## config.mk

```make
export PLATFORM = sky130hd
export DESIGN_NAME = stepwise_multi_algorithm_sorter_unit
export DESIGN_NICKNAME = d
export VERILOG_FILES = /design/src/hw/rtl/smas_pkg.sv /design/src/hw/rtl/smas_datapath.sv /design/src/hw/rtl/smas_ctrl.sv /design/src/hw/rtl/stepwise_multi_algorithm_sorter_unit.sv
export SDC_FILE = /design/constraint.sdc
export NUM_CORES = 1
export LEC_CHECK = 0
export ABC_CLOCK_PERIOD_IN_PS = 5400
export BUFFER_PORTS_ARGS = -buffer_cell sky130_fd_sc_hd__buf_2
export CORE_AREA = 2 2 229 231
export DETAILED_ROUTE_END_ITERATION = 7
export DIE_AREA = 0 0 231 233
export PLACE_DENSITY_LB_ADDON = 0.08
export SLEW_MARGIN = 20
export SYNTH_ARGS = -nofsm -noshare
export SYNTH_HDL_FRONTEND = slang
export SYNTH_SLANG_ARGS = --single-unit
```

## constraint.sdc

```tcl
create_clock -name clk -period 5.4 [get_ports clk]
set_input_delay 1.08 -clock clk [delete_from_list [all_inputs] [get_ports clk]]
set_output_delay 1.08 -clock clk [all_outputs]
set_load 0.01 [all_outputs]
```

## src/hw/rtl/smas_pkg.sv

```systemverilog
// ---------------------------------------------------------------------------
// smas_pkg
// Shared types, codes and defaults of the stepwise sorter unit.
// ---------------------------------------------------------------------------
`default_nettype none

package smas_pkg;

    localparam int DEPTH_DEF      = 64;
    localparam int VALUE_BITS_DEF = 7;

    localparam logic [1:0] MODE_LOAD = 2'd0;
    localparam logic [1:0] MODE_STEP = 2'd1;
    localparam logic [1:0] MODE_READ = 2'd2;

    localparam logic [1:0] ALG_BUBBLE    = 2'd0;
    localparam logic [1:0] ALG_SELECTION = 2'd1;
    localparam logic [1:0] ALG_FIRST_INV = 2'd2;
    localparam logic [1:0] ALG_COCKTAIL  = 2'd3;

    typedef enum logic [3:0] {
        ST_IDLE,
        ST_LOAD,
        ST_RD_A,
        ST_RD_C,
        ST_PR_A,
        ST_PR_B,
        ST_PR_C,
        ST_SL_RI,
        ST_SL_CI,
        ST_SL_CL,
        ST_SL_KA,
        ST_SL_KC,
        ST_SL_DEC,
        ST_CK_ST,
        ST_SW1,
        ST_SW2
    } state_t;

    typedef enum logic [1:0] {
        PH_CHECK,
        PH_BUBBLE,
        PH_COCK
    } phase_t;

    typedef enum logic [1:0] {
        WS_IN,
        WS_A,
        WS_B
    } wsel_t;

    typedef struct packed {
        logic  we;
        logic  cap_a;
        logic  cap_b;
        wsel_t wsel;
    } dp_cmd_t;

    typedef struct packed {
        logic a_gt_r;
        logic r_lt_b;
        logic b_lt_a;
    } dp_stat_t;

endpackage

`default_nettype wire

```

## src/hw/rtl/smas_datapath.sv

```systemverilog
// ---------------------------------------------------------------------------
// smas_datapath
// Value store with a registered read port, two operand registers and the
// comparators the controller steers.
// ---------------------------------------------------------------------------
`default_nettype none

module smas_datapath
    import smas_pkg::*;
#(
    parameter int DEPTH      = DEPTH_DEF,
    parameter int VALUE_BITS = VALUE_BITS_DEF,
    parameter int AW         = $clog2(DEPTH)
)
(
    input  wire logic                  clk,
    input  wire dp_cmd_t               cmd,
    input  wire logic [AW-1:0]         addr,
    input  wire logic [VALUE_BITS-1:0] val_in,
    output      dp_stat_t              stat,
    output      logic [VALUE_BITS-1:0] rdata
);

    logic [VALUE_BITS-1:0] mem [DEPTH];
    logic [VALUE_BITS-1:0] rdata_reg;
    logic [VALUE_BITS-1:0] va_reg;
    logic [VALUE_BITS-1:0] vb_reg;
    logic [VALUE_BITS-1:0] wdata;

    always_comb
    begin
        case (cmd.wsel)
            WS_A:    wdata = va_reg;
            WS_B:    wdata = vb_reg;
            default: wdata = val_in;
        endcase
    end

    always_ff @(posedge clk)
    begin
        if (cmd.we)
        begin
            mem[addr] <= wdata;
        end
        rdata_reg <= mem[addr];
    end

    always_ff @(posedge clk)
    begin
        if (cmd.cap_a)
        begin
            va_reg <= rdata_reg;
        end
        if (cmd.cap_b)
        begin
            vb_reg <= rdata_reg;
        end
    end

    assign stat.a_gt_r = va_reg > rdata_reg;
    assign stat.r_lt_b = rdata_reg < vb_reg;
    assign stat.b_lt_a = vb_reg < va_reg;
    assign rdata       = rdata_reg;

endmodule

`default_nettype wire

```

## src/hw/rtl/smas_ctrl.sv

```systemverilog
// ---------------------------------------------------------------------------
// smas_ctrl
// Sequencer: scan positions, scheme state, highlight marks and result register.
// ---------------------------------------------------------------------------
`default_nettype none

module smas_ctrl
    import smas_pkg::*;
#(
    parameter int DEPTH      = DEPTH_DEF,
    parameter int VALUE_BITS = VALUE_BITS_DEF,
    parameter int AW         = $clog2(DEPTH)
)
(
    input  wire logic                  clk,
    input  wire logic                  rst_n,
    input  wire logic                  cfg_valid,
    input  wire logic [1:0]            cfg_data,
    input  wire logic                  in_valid,
    output      logic                  in_ready,
    input  wire logic [1:0]            in_mode,
    input  wire logic [5:0]            in_index,
    input  wire logic [6:0]            in_value,
    output      logic                  out_valid,
    input  wire logic                  out_ready,
    output      logic [31:0]           out_data,
    output      dp_cmd_t               cmd,
    output      logic [AW-1:0]         addr,
    output      logic [VALUE_BITS-1:0] val_out,
    input  wire dp_stat_t              stat,
    input  wire logic [VALUE_BITS-1:0] rdata
);

    localparam int TW = AW + 1;
    localparam logic [AW-1:0] LAST_PAIR = AW'(DEPTH - 2);
    localparam logic [AW-1:0] LAST_POS  = AW'(DEPTH - 1);
    localparam logic [TW-1:0] DEPTH_T   = TW'(DEPTH);

    state_t        state_reg,  state_next;
    phase_t        phase_reg,  phase_next;
    logic [1:0]    alg_reg,    alg_next;
    logic [5:0]    idx_reg,    idx_next;
    logic [6:0]    val_reg,    val_next;
    logic [AW-1:0] pa_reg,     pa_next;
    logic [AW-1:0] pb_reg,     pb_next;
    logic [TW-1:0] k_reg,      k_next;
    logic [AW-1:0] outer_reg,  outer_next;
    logic [AW-1:0] inner_reg,  inner_next;
    logic          back_reg,   back_next;
    logic [TW-1:0] tail_reg,   tail_next;
    logic [7:0]    mark1_reg,  mark1_next;
    logic [7:0]    mark2_reg,  mark2_next;
    logic          swp_reg,    swp_next;
    logic          done_reg,   done_next;
    logic [6:0]    rd_reg,     rd_next;
    logic          ovalid_reg, ovalid_next;
    logic [31:0]   odata_reg,  odata_next;

    logic          idx_ok;
    logic [AW-1:0] pa_inc;
    logic [TW-1:0] turn_tail;
    logic [TW-1:0] turn_j;

    assign idx_ok    = 32'(idx_reg) < DEPTH;
    assign pa_inc    = pa_reg + AW'(1);
    assign turn_tail = (tail_reg < DEPTH_T) ? tail_reg + TW'(1) : tail_reg;
    assign turn_j    = DEPTH_T - turn_tail;

    always_ff @(posedge clk or negedge rst_n)
    begin
        if (!rst_n)
        begin
            state_reg  <= ST_IDLE;
            phase_reg  <= PH_CHECK;
            alg_reg    <= ALG_BUBBLE;
            outer_reg  <= '0;
            inner_reg  <= '0;
            back_reg   <= 1'b0;
            tail_reg   <= TW'(1);
            mark1_reg  <= 8'd0;
            mark2_reg  <= 8'd1;
            ovalid_reg <= 1'b0;
        end
        else
        begin
            state_reg  <= state_next;
            phase_reg  <= phase_next;
            alg_reg    <= alg_next;
            outer_reg  <= outer_next;
            inner_reg  <= inner_next;
            back_reg   <= back_next;
            tail_reg   <= tail_next;
            mark1_reg  <= mark1_next;
            mark2_reg  <= mark2_next;
            ovalid_reg <= ovalid_next;
        end
    end

    always_ff @(posedge clk)
    begin
        idx_reg   <= idx_next;
        val_reg   <= val_next;
        pa_reg    <= pa_next;
        pb_reg    <= pb_next;
        k_reg     <= k_next;
        swp_reg   <= swp_next;
        done_reg  <= done_next;
        rd_reg    <= rd_next;
        odata_reg <= odata_next;
    end

    always_comb
    begin
        state_next  = state_reg;
        phase_next  = phase_reg;
        alg_next    = alg_reg;
        idx_next    = idx_reg;
        val_next    = val_reg;
        pa_next     = pa_reg;
        pb_next     = pb_reg;
        k_next      = k_reg;
        outer_next  = outer_reg;
        inner_next  = inner_reg;
        back_next   = back_reg;
        tail_next   = tail_reg;
        mark1_next  = mark1_reg;
        mark2_next  = mark2_reg;
        swp_next    = swp_reg;
        done_next   = done_reg;
        rd_next     = rd_reg;
        ovalid_next = ovalid_reg;
        odata_next  = odata_reg;
        cmd.we      = 1'b0;
        cmd.cap_a   = 1'b0;
        cmd.cap_b   = 1'b0;
        cmd.wsel    = WS_IN;
        addr        = pa_reg;
        in_ready    = 1'b0;

        if (cfg_valid)
        begin
            alg_next = cfg_data;
        end

        if (ovalid_reg && out_ready)
        begin
            ovalid_next = 1'b0;
        end

        case (state_reg)
            ST_IDLE:
            begin
                in_ready = 1'b1;
                if (in_valid)
                begin
                    idx_next  = in_index;
                    val_next  = in_value;
                    swp_next  = 1'b0;
                    done_next = 1'b0;
                    rd_next   = 7'd0;
                    case (in_mode)
                        MODE_LOAD: state_next = ST_LOAD;
                        MODE_READ: state_next = ST_RD_A;
                        MODE_STEP:
                        begin
                            pa_next    = '0;
                            phase_next = PH_CHECK;
                            state_next = ST_PR_A;
                        end
                        default:   state_next = ST_SW2;
                    endcase
                end
            end

            ST_LOAD:
            begin
                addr     = AW'(idx_reg);
                cmd.wsel = WS_IN;
                if (idx_ok)
                begin
                    cmd.we     = 1'b1;
                    outer_next = '0;
                    inner_next = '0;
                    back_next  = 1'b0;
                    tail_next  = TW'(1);
                    mark1_next = 8'd0;
                    mark2_next = 8'd1;
                end
                state_next = ST_SW2;
            end

            ST_RD_A:
            begin
                addr       = AW'(idx_reg);
                state_next = ST_RD_C;
            end

            ST_RD_C:
            begin
                rd_next    = idx_ok ? 7'(rdata) : 7'd0;
                state_next = ST_SW2;
            end

            ST_PR_A:
            begin
                addr       = pa_reg;
                state_next = ST_PR_B;
            end

            ST_PR_B:
            begin
                cmd.cap_a  = 1'b1;
                addr       = pa_inc;
                state_next = ST_PR_C;
            end

            ST_PR_C:
            begin
                cmd.cap_b = 1'b1;
                pb_next   = pa_inc;
                case (phase_reg)
                    PH_CHECK:
                    begin
                        if (stat.a_gt_r)
                        begin
                            case (alg_reg)
                                ALG_BUBBLE:
                                begin
                                    pa_next    = (inner_reg > LAST_PAIR) ? '0 : inner_reg;
                                    phase_next = PH_BUBBLE;
                                    state_next = ST_PR_A;
                                end
                                ALG_SELECTION:
                                begin
                                    pa_next    = (outer_reg > LAST_PAIR) ? '0 : outer_reg;
                                    state_next = ST_SL_RI;
                                end
                                ALG_FIRST_INV:
                                begin
                                    // the scan stopped on the lowest inversion
                                    mark1_next = 8'(pa_reg) - 8'd1;
                                    mark2_next = 8'(pa_reg);
                                    outer_next = '0;
                                    inner_next = '0;
                                    state_next = ST_SW1;
                                end
                                default:
                                begin
                                    pa_next    = inner_reg;
                                    phase_next = PH_COCK;
                                    state_next = ST_CK_ST;
                                end
                            endcase
                        end
                        else if (pa_reg == LAST_PAIR)
                        begin
                            done_next  = 1'b1;
                            state_next = ST_SW2;
                        end
                        else
                        begin
                            pa_next    = pa_inc;
                            state_next = ST_PR_A;
                        end
                    end

                    PH_BUBBLE:
                    begin
                        if (stat.a_gt_r)
                        begin
                            mark1_next = 8'(pa_reg) + 8'd1;
                            mark2_next = 8'(pa_reg) + 8'd2;
                            inner_next = pa_reg;
                            state_next = ST_SW1;
                        end
                        else
                        begin
                            pa_next    = (pa_reg >= LAST_PAIR) ? '0 : pa_inc;
                            state_next = ST_PR_A;
                        end
                    end

                    default:
                    begin
                        if (stat.a_gt_r)
                        begin
                            if (back_reg)
                            begin
                                mark1_next = 8'(pa_reg) - 8'd1;
                                mark2_next = 8'(pa_reg);
                            end
                            else
                            begin
                                mark1_next = 8'(pa_reg) + 8'd1;
                                mark2_next = 8'(pa_reg) + 8'd2;
                            end
                            inner_next = pa_reg;
                            state_next = ST_SW1;
                        end
                        else
                        begin
                            if (!back_reg)
                            begin
                                pa_next = pa_inc;
                            end
                            else if (pa_reg == '0)
                            begin
                                back_next = 1'b0;
                            end
                            else
                            begin
                                pa_next = pa_reg - AW'(1);
                            end
                            state_next = ST_CK_ST;
                        end
                    end
                endcase
            end

            ST_CK_ST:
            begin
                if (!back_reg)
                begin
                    if (pa_reg >= LAST_POS)
                    begin
                        // turn at the top: grow the sorted tail, start backward
                        tail_next = turn_tail;
                        pa_next   = turn_j[AW-1:0];
                        back_next = 1'b1;
                    end
                    else
                    begin
                        state_next = ST_PR_A;
                    end
                end
                else
                begin
                    if (pa_reg > LAST_PAIR)
                    begin
                        pa_next = LAST_PAIR;
                    end
                    state_next = ST_PR_A;
                end
            end

            ST_SL_RI:
            begin
                addr       = pa_reg;
                state_next = ST_SL_CI;
            end

            ST_SL_CI:
            begin
                cmd.cap_a  = 1'b1;
                addr       = pa_inc;
                state_next = ST_SL_CL;
            end

            ST_SL_CL:
            begin
                cmd.cap_b  = 1'b1;
                pb_next    = pa_inc;
                k_next     = TW'(pa_reg) + TW'(2);
                state_next = (TW'(pa_reg) + TW'(2) == DEPTH_T) ? ST_SL_DEC : ST_SL_KA;
            end

            ST_SL_KA:
            begin
                addr       = k_reg[AW-1:0];
                state_next = ST_SL_KC;
            end

            ST_SL_KC:
            begin
                if (stat.r_lt_b)
                begin
                    cmd.cap_b = 1'b1;
                    pb_next   = k_reg[AW-1:0];
                end
                k_next     = k_reg + TW'(1);
                state_next = (k_reg + TW'(1) == DEPTH_T) ? ST_SL_DEC : ST_SL_KA;
            end

            ST_SL_DEC:
            begin
                if (stat.b_lt_a)
                begin
                    mark1_next = 8'(pb_reg);
                    mark2_next = 8'(pa_reg);
                    outer_next = pa_reg;
                    state_next = ST_SW1;
                end
                else
                begin
                    pa_next    = (pa_reg >= LAST_PAIR) ? '0 : pa_inc;
                    state_next = ST_SL_RI;
                end
            end

            ST_SW1:
            begin
                cmd.we     = 1'b1;
                cmd.wsel   = WS_B;
                addr       = pa_reg;
                swp_next   = 1'b1;
                state_next = ST_SW2;
            end

            ST_SW2:
            begin
                // second half of an exchange, repeated harmlessly while the output stalls
                if (swp_reg)
                begin
                    cmd.we   = 1'b1;
                    cmd.wsel = WS_A;
                    addr     = pb_reg;
                end
                if (!ovalid_reg || out_ready)
                begin
                    ovalid_next = 1'b1;
                    odata_next  = {7'd0, rd_reg, done_reg, swp_reg, mark2_reg, mark1_reg};
                    state_next  = ST_IDLE;
                end
            end

            default:
            begin
                state_next = ST_IDLE;
            end
        endcase
    end

    assign val_out   = VALUE_BITS'(val_reg);
    assign out_valid = ovalid_reg;
    assign out_data  = odata_reg;

endmodule

`default_nettype wire

```

## src/hw/rtl/stepwise_multi_algorithm_sorter_unit.sv

```systemverilog
// A load passes ST_LOAD and ST_SW2, a read passes ST_RD_A, ST_RD_C and ST_SW2 before its result.
// A step first checks order pair by pair (ST_PR_A, ST_PR_B, ST_PR_C); a sorted store reports done.
// Then bubble scans pair by pair, cocktail scans forward and backward and turns at each end, and
// selection scans the entries after each head for the least; an exchange writes twice (one memory port).
// One item is worked at a time.
// Reset (rst_n low, asynchronous) clears scan state and marks; the store is undefined.
// ---------------------------------------------------------------------------
// stepwise_multi_algorithm_sorter_unit
// Stream front end joining the sequencer and the value store datapath.
// ---------------------------------------------------------------------------
`default_nettype none

module stepwise_multi_algorithm_sorter_unit
    import smas_pkg::*;
#(
    parameter int DEPTH      = DEPTH_DEF,
    parameter int VALUE_BITS = VALUE_BITS_DEF
)
(
    input  wire logic        clk,
    input  wire logic        rst_n,
    input  wire logic        cfg_valid,
    output      logic        cfg_ready,
    input  wire logic [1:0]  cfg_data,      // algorithm
    input  wire logic        s_axis_tvalid,
    output      logic        s_axis_tready,
    input  wire logic [15:0] s_axis_tdata,  // index[5:0], value[12:6], zero pad
    input  wire logic [1:0]  s_axis_tuser,  // mode
    output      logic        m_axis_tvalid,
    input  wire logic        m_axis_tready,
    output      logic [31:0] m_axis_tdata   // first_mark, second_mark, swapped,
                                            // done_res, read_data, zero pad
);

    localparam int AW = $clog2(DEPTH);

    dp_cmd_t               cmd;
    dp_stat_t              stat;
    logic [AW-1:0]         addr;
    logic [VALUE_BITS-1:0] val_w;
    logic [VALUE_BITS-1:0] rdata;

    assign cfg_ready = 1'b1;

    smas_ctrl #(
        .DEPTH      (DEPTH),
        .VALUE_BITS (VALUE_BITS),
        .AW         (AW)
    ) u_ctrl (
        .clk       (clk),
        .rst_n     (rst_n),
        .cfg_valid (cfg_valid),
        .cfg_data  (cfg_data),
        .in_valid  (s_axis_tvalid),
        .in_ready  (s_axis_tready),
        .in_mode   (s_axis_tuser),
        .in_index  (s_axis_tdata[5:0]),
        .in_value  (s_axis_tdata[12:6]),
        .out_valid (m_axis_tvalid),
        .out_ready (m_axis_tready),
        .out_data  (m_axis_tdata),
        .cmd       (cmd),
        .addr      (addr),
        .val_out   (val_w),
        .stat      (stat),
        .rdata     (rdata)
    );

    smas_datapath #(
        .DEPTH      (DEPTH),
        .VALUE_BITS (VALUE_BITS),
        .AW         (AW)
    ) u_dp (
        .clk    (clk),
        .cmd    (cmd),
        .addr   (addr),
        .val_in (val_w),
        .stat   (stat),
        .rdata  (rdata)
    );

endmodule

`default_nettype wire

```

* Word-level counts from Yosys, hierarchy flattened *
Memories as Yosys holds them, arrays and structs flattened. A register that Yosys moved wholly into a read port is not among the register bits.
Index checks and enable logic that the tools add are counted.

operators by class
  equal/unequal tests = 49
  add/subtract/negate cells = 9
  magnitude comparators = 9
  muxes and demuxes = 101
  reduce and logical (&&, ||, !) cells = 39

operators with widths
  kind                 count
  $mux 6               23
  $mux 8               12
  $pmux 4 s14          1
  $pmux 7 s2           4
  $pmux 6 s4           2
  $pmux 8 s3           2
  $pmux 6 s2           3
  $pmux 6 s3           2
  $eq 4x4->1 const B   8
  $mux 4               8
  $pmux 8 s2           2
  $mux 7               4
  $pmux 4 s3           2
  $ne 2x2->1 const B   11
  $mux 1               20
  $gt 6x6->1 const B   3
  $eq 4x3->1 const B   4
  $add 6x2->7 const B  2
  $add 7x1->7 const B  2
  $eq 7x7->1 const B   2
  $lt 7x7->1           2
  $reduce_bool 2->1    7
  $ge 6x6->1 const B   2
  $ne 3x3->1 const B   4
  other kinds (39)     75

word-level totals
  flip-flop bits (word level) = 125
  bits of input ports = 25
  output and inout bits = 35
  memories kept = 1
  word-level logic and storage cells = 229
  bits in writable memories = 448

memories
  name      words  bits a word  rd ports  clocked after Yosys merged registers in  wr ports  RTL line             text
  u_dp.mem  64     7            1         1                                        1         smas_datapath.sv:24  logic [VALUE_BITS-1:0] mem [DEPTH];

* Depth between registers and ports, before layout *
  depth after elaboration = 6
  gate-level depth with buffers = 18
  mapped depth without buffers = 11

* By module *
A second synthesis with hierarchy kept.

unflattened totals
  cell total of the unflattened synthesis = 1714
  area total of the unflattened synthesis = 25142.9 um^2

modules (own cells, without submodules)
  module                                cells an instance  area each (um^2)  seq. area each (um^2)  times used
  smas_datapath                         1081               19007.0           14013.4                1
  smas_ctrl                             631                6124.6            3055.4                 1
  stepwise_multi_algorithm_sorter_unit  2                  11.3              0.0                    1

* Worst setup path after synthesis *
OpenSTA, ideal clock, no wires.

  path type = register -> register
  from = reg u_ctrl.state_reg[3]
  to = mem u_dp.mem[0][3] (netlist bit), data pin
  path buffers = 5
  setup time = 0.702 ns
  cell stages (with the launch flop) = 9
  slack = 0.507 ns
  clock period less this slack = 4.893 ns
  arrival time = 4.191 ns
  required time = 4.698 ns
  cells stage by stage = dfrtp_1 buf_6 buf_6 buf_6 clkbuf_1 nand3_1 ha_1 clkbuf_1 o21ai_0

between the ends
  cells in the longest elaborated chain, start to end = 4
  elaborated cells between the ends (all ways) = 6
  those cells by class = 4 x eq/ne; 2 x mux

ends and longest elaborated chain
  item                                      RTL line             text
  start, declared                           smas_ctrl.sv:39      state_t state_reg, state_next;
  start signal, assigned                    smas_ctrl.sv:86      state_reg <= state_next;
  $eq 4x4->1                                smas_ctrl.sv:150     case (state_reg)
  $pmux 2 s2 (*)                            smas_ctrl.sv:150
  $eq 2x2->1 or $eq 2x1->1 (tied branches)  smas_datapath.sv:32  case (cmd.wsel)
  $pmux 7 s2 (*)                            smas_datapath.sv:32
  net u_dp.wdata[3]                         smas_datapath.sv:28  logic [VALUE_BITS-1:0] wdata;
  end, declared                             smas_datapath.sv:24

The timed path passes the listed nets; every way through them passes the cells marked *.

* Final worst setup path *
  from = reg u_ctrl.state_reg[0]
  to = mem u_dp.mem[50][2] (netlist bit) (enable)

between the ends
  cells in the longest elaborated chain, start to end = 5
  elaborated cells between the ends (all ways) = 14
  those cells by class = 7 x eq/ne; 4 x mux; 3 x reduce/logical

ends and longest elaborated chain
  item                                      RTL line             text
  $eq 4x1->1 or $eq 4x4->1 (tied branches)  smas_ctrl.sv:150
  $reduce_or 2->1 (no line)                 -
  $pmux 1 s2                                smas_ctrl.sv:150
  $mux 1                                    smas_datapath.sv:41  if (cmd.we)
  $mux 1 (not written as such)              smas_datapath.sv:43  mem[addr] <= wdata;

Several ways; a longest one is shown, not always the timed one.

==> flow_summary.toml <==
[critical_path]
r2r-start = "u_ctrl.state_reg[0]$_DFFE_PN0P_"
worstPathArrival_ns = 4.97
path_depth = 7
path_delay_family = "simple AND/OR/NAND/NOR gates"
crit_path_start = "u_ctrl.state_reg[0]$_DFFE_PN0P_"
reg2reg_slack_ns = 0.69
cp_data_required_time_ns = 5.66
endpoint_kind = "flip-flop"
path_cells = "clkinv_1 > a32o_1 > a2111o_2 > buf_12 > nor2b_1 > nand3_1 > nor2_1"
crit_path_max_fanout = 47
path_class = "reg2reg"
ff2ff_path_depth = 7
r2r-end = "u_dp.mem[50][2]$_DFFE_PP_"
cp.buffers_inverters = 2
critPathLaunchType = "flip-flop"
slowest_stage = "dfrtp_1"
crit_path_max_incr_delay_ns = 0.88
endpoint = "u_dp.mem[50][2]$_DFFE_PP_"

[synth]
netlist_area_mm2 = 0.02543
synth_cells = 1840
syn_area_per_cell_um2 = 13.82
synth_cell_types = 84
ys_ff_latch = 578
ys_seq_area_share_pct = 67.11
async_flop_share_pct = 7.612
synth_flop_cell = "edfxtp_1"
synth-edff-count = 527
yosysTopAreaCellShare_pct = 62.22
yosysTopAreaCell = "edfxtp_1"
ys_top_cells_by_area = "edfxtp_1 62%, mux4_2 4.2%, dfrtp_1 4.1%"
ys_warn_count = 0

[final_layout]
drive_gt1_share_pct = 16.46
fin_nets = 1990
regArea_mm2 = 0.01707
multiInputGateArea_mm2 = 0.007666
diodes = 0
fin_area_mm2 = 0.02869
num-fill-cells = 4239
area_delta_synth_final_pct = 12.80
largest_register_ffs = 448
final_core_util_pct = 56.15

[global_route]
grt_antenna_before_repair = 0
grt_max_degree = 65
grt_pass1_vias = 15110
grt_util_all_layers_pct = 23.57
overflow = 0
grt_pass1_wl_um = 94450

[die]
start_util_pct = 49.78
rows = 83
pin_count = 60
die_height_um = 233
coreArea_mm2 = 0.05109
die_w_um = 231
die_area_mm2 = 0.05382

[power_and_ir_drop]
peakVddDrop_mv = 0.5816
power.density_mw_per_mm2 = 664.6
p_int_mw = 11.20
pwr-share-comb_pct = 46.6
p_leak_nw = 10.04
power.share.clock_pct = 21.1
power.net_switching_mw = 7.862
switching_share_pct = 41.24
seqPwrFrac_pct = 32.3

[timing]
timing.fmax_ghz = 0.2124
worst-slew-pin-transition_ns = 1.077
maxSlewViolCount = 0
fin_crit_sh_pct = 87.19
rsz0062_at_grt = "false"
fin_skew_ns = 0.02195
setup_ws_ns = 0.6917
finalSetupViolations = 0
setup_tns_ns = 0
fin_crit_ns = 4.708
relSlewSlack_pct = 27.62
hold_viol = 0

[run_status]
outcome = "completed"

[clock_tree]
htree_levels = 2
cts_sinks = 578
path_clk_slew_ns = 0.06
ctsResizeCount = 0
cts_tree = "yes"
postCtsSetupBuffers = 0
ctsHoldBuffers = 0
clock_path_buffers = 3
clkLatencyLatePin_ns = 0.64
root_buffer = "clkbuf_16"
numCtsBuffers = 60

[routing]
drc = 0
firstDrtPassIters = 6
drt-initial-drc-count = 1421
via_per_inst = 5.857
drt_wl_total_um = 62870
routedWlPerCell_um = 23.69
postRouteAntennaNets = 0
vias = 15540

[placement]
postPlaceCellArea_mm2 = 0.02677
io_buffer_count = 47
gp_congestion = 0.8936
preCtsSetupSlack_ns = 0.7478
hpwlAfterDp_um = 40510

[worst_hold_path]
hold_start = "u_ctrl.rd_reg[0]$_SDFFCE_PN0P_"
hp-class = "reg2reg"

[job]
drv_cap = 0
==> cell usage in the layout, fill, tap and decap left out, types with 9 or more instances in the layout <==
| cell type | count |
|---|---|
| clkbuf_16 | 61 |
| mux2i_1 | 40 |
| dfrtp_1 | 42 |
| ha_1 | 38 |
| a21oi_1 | 67 |
| a21o_1 | 17 |
| buf_4 | 90 |
| buf_2 | 46 |
| edfxtp_1 | 527 |
| o211ai_1 | 13 |
| nand2_1 | 222 |
| conb_1 | 9 |
| nor3_1 | 19 |
| a211oi_1 | 63 |
| nand4_1 | 9 |
| xor2_1 | 11 |
| and2_1 | 33 |
| mux2_2 | 14 |
| a22oi_1 | 16 |
| a2111oi_0 | 18 |
| and2_0 | 20 |
| clkinv_2 | 12 |
| nand3_1 | 64 |
| nor2b_1 | 11 |
| xnor2_1 | 17 |
| nor2_1 | 122 |
| mux4_2 | 47 |
| a221oi_1 | 13 |
| inv_1 | 43 |
| a31oi_1 | 19 |
| clkinv_1 | 13 |
| o21ai_0 | 61 |
| clkbuf_1 | 11 |
==> cell type report <==
| type | count | area share, % |
|---|---|---|
| Sequential cell | 578 | 59.50 |
| Multi-Input combinational cell | 1100 | 26.72 |
| Clock buffer | 78 | 5.753 |
| Timing Repair Buffer | 142 | 3.576 |
| Tap cell | 680 | 2.966 |
| Clock inverter | 31 | 0.8941 |
| Inverter | 45 | 0.5888 |
==> per-stage QoR <==
stage	power [mW]	hold WS (ns)	cells
2_1_floorplan	12.05	0.4003	1847
3_3_place_gp	15.03	0.4029	2545
3_5_place_dp	15.12	0.4056	2545
4_1_cts	19.16	0.4200	2654
5_1_grt	20.03	0.4315	2654
6_report	19.07	0.4200	2654
==> worst min-delay path by stage <==
stage,end,slack [ns],cells after the start
3_5_place_dp,u_ctrl.out_data[19]$_DFFE_PP_,0.41,0
4_1_cts,u_ctrl.out_data[19]$_DFFE_PP_,0.42,0
2_1_floorplan,u_ctrl.out_data[17]$_DFFE_PP_,0.40,0
6_report,u_ctrl.out_data[18]$_DFFE_PP_,0.42,0
3_3_place_gp,u_ctrl.out_data[19]$_DFFE_PP_,0.40,0
5_1_grt,u_ctrl.out_data[17]$_DFFE_PP_,0.43,0
==> kinds of logic (layout without fill, tap and decap cells) <==
family / Yosys count / count (layout) / share of synthesized area (%)
compound gates: 370 / 370 / 10.15
other cells: 2 / 9 / 0.02953
mux: 105 / 105 / 6.538
simple gates: 550 / 550 / 9.992
fa+ha+maj: 38 / 38 / 1.869
flops: 578 / 578 / 67.11
buf+inv: 169 / 296 / 3.340
xor+xnor: 28 / 28 / 0.9642
==> per-layer routing <==
metal	share of wire, %	vias to the layer above	track usage, %
met5	0	-	0
met4	2.4	0	6.774
met3	5.3	92	3.664
met2	50	482	39.89
met1	43	7784	31.67
li1	-	7186	-
==> Yosys cell counts (38+ instances only) <==
library cell and count:
a211oi_1 64, a21oi_1 67, clkbuf_1 52, dfrtp_1 42, edfxtp_1 527, ha_1 38, inv_1 43, mux2i_1 42
mux4_2 47, nand2_1 222, nand3_1 64, nor2_1 122, o21ai_0 68
==> power groups by stage <==
stage                     logic (mW)  clock network [mW]  registers, mW
after global placement          8.80                   0           6.23
after global routing            9.55                4.27           6.21
final                           8.88                4.02           6.16
after detailed placement        8.88                   0           6.24
after floorplan                 5.99                   0           6.06
after CTS                       8.90                4.11           6.15
Power figures use the tool's default switching activity.
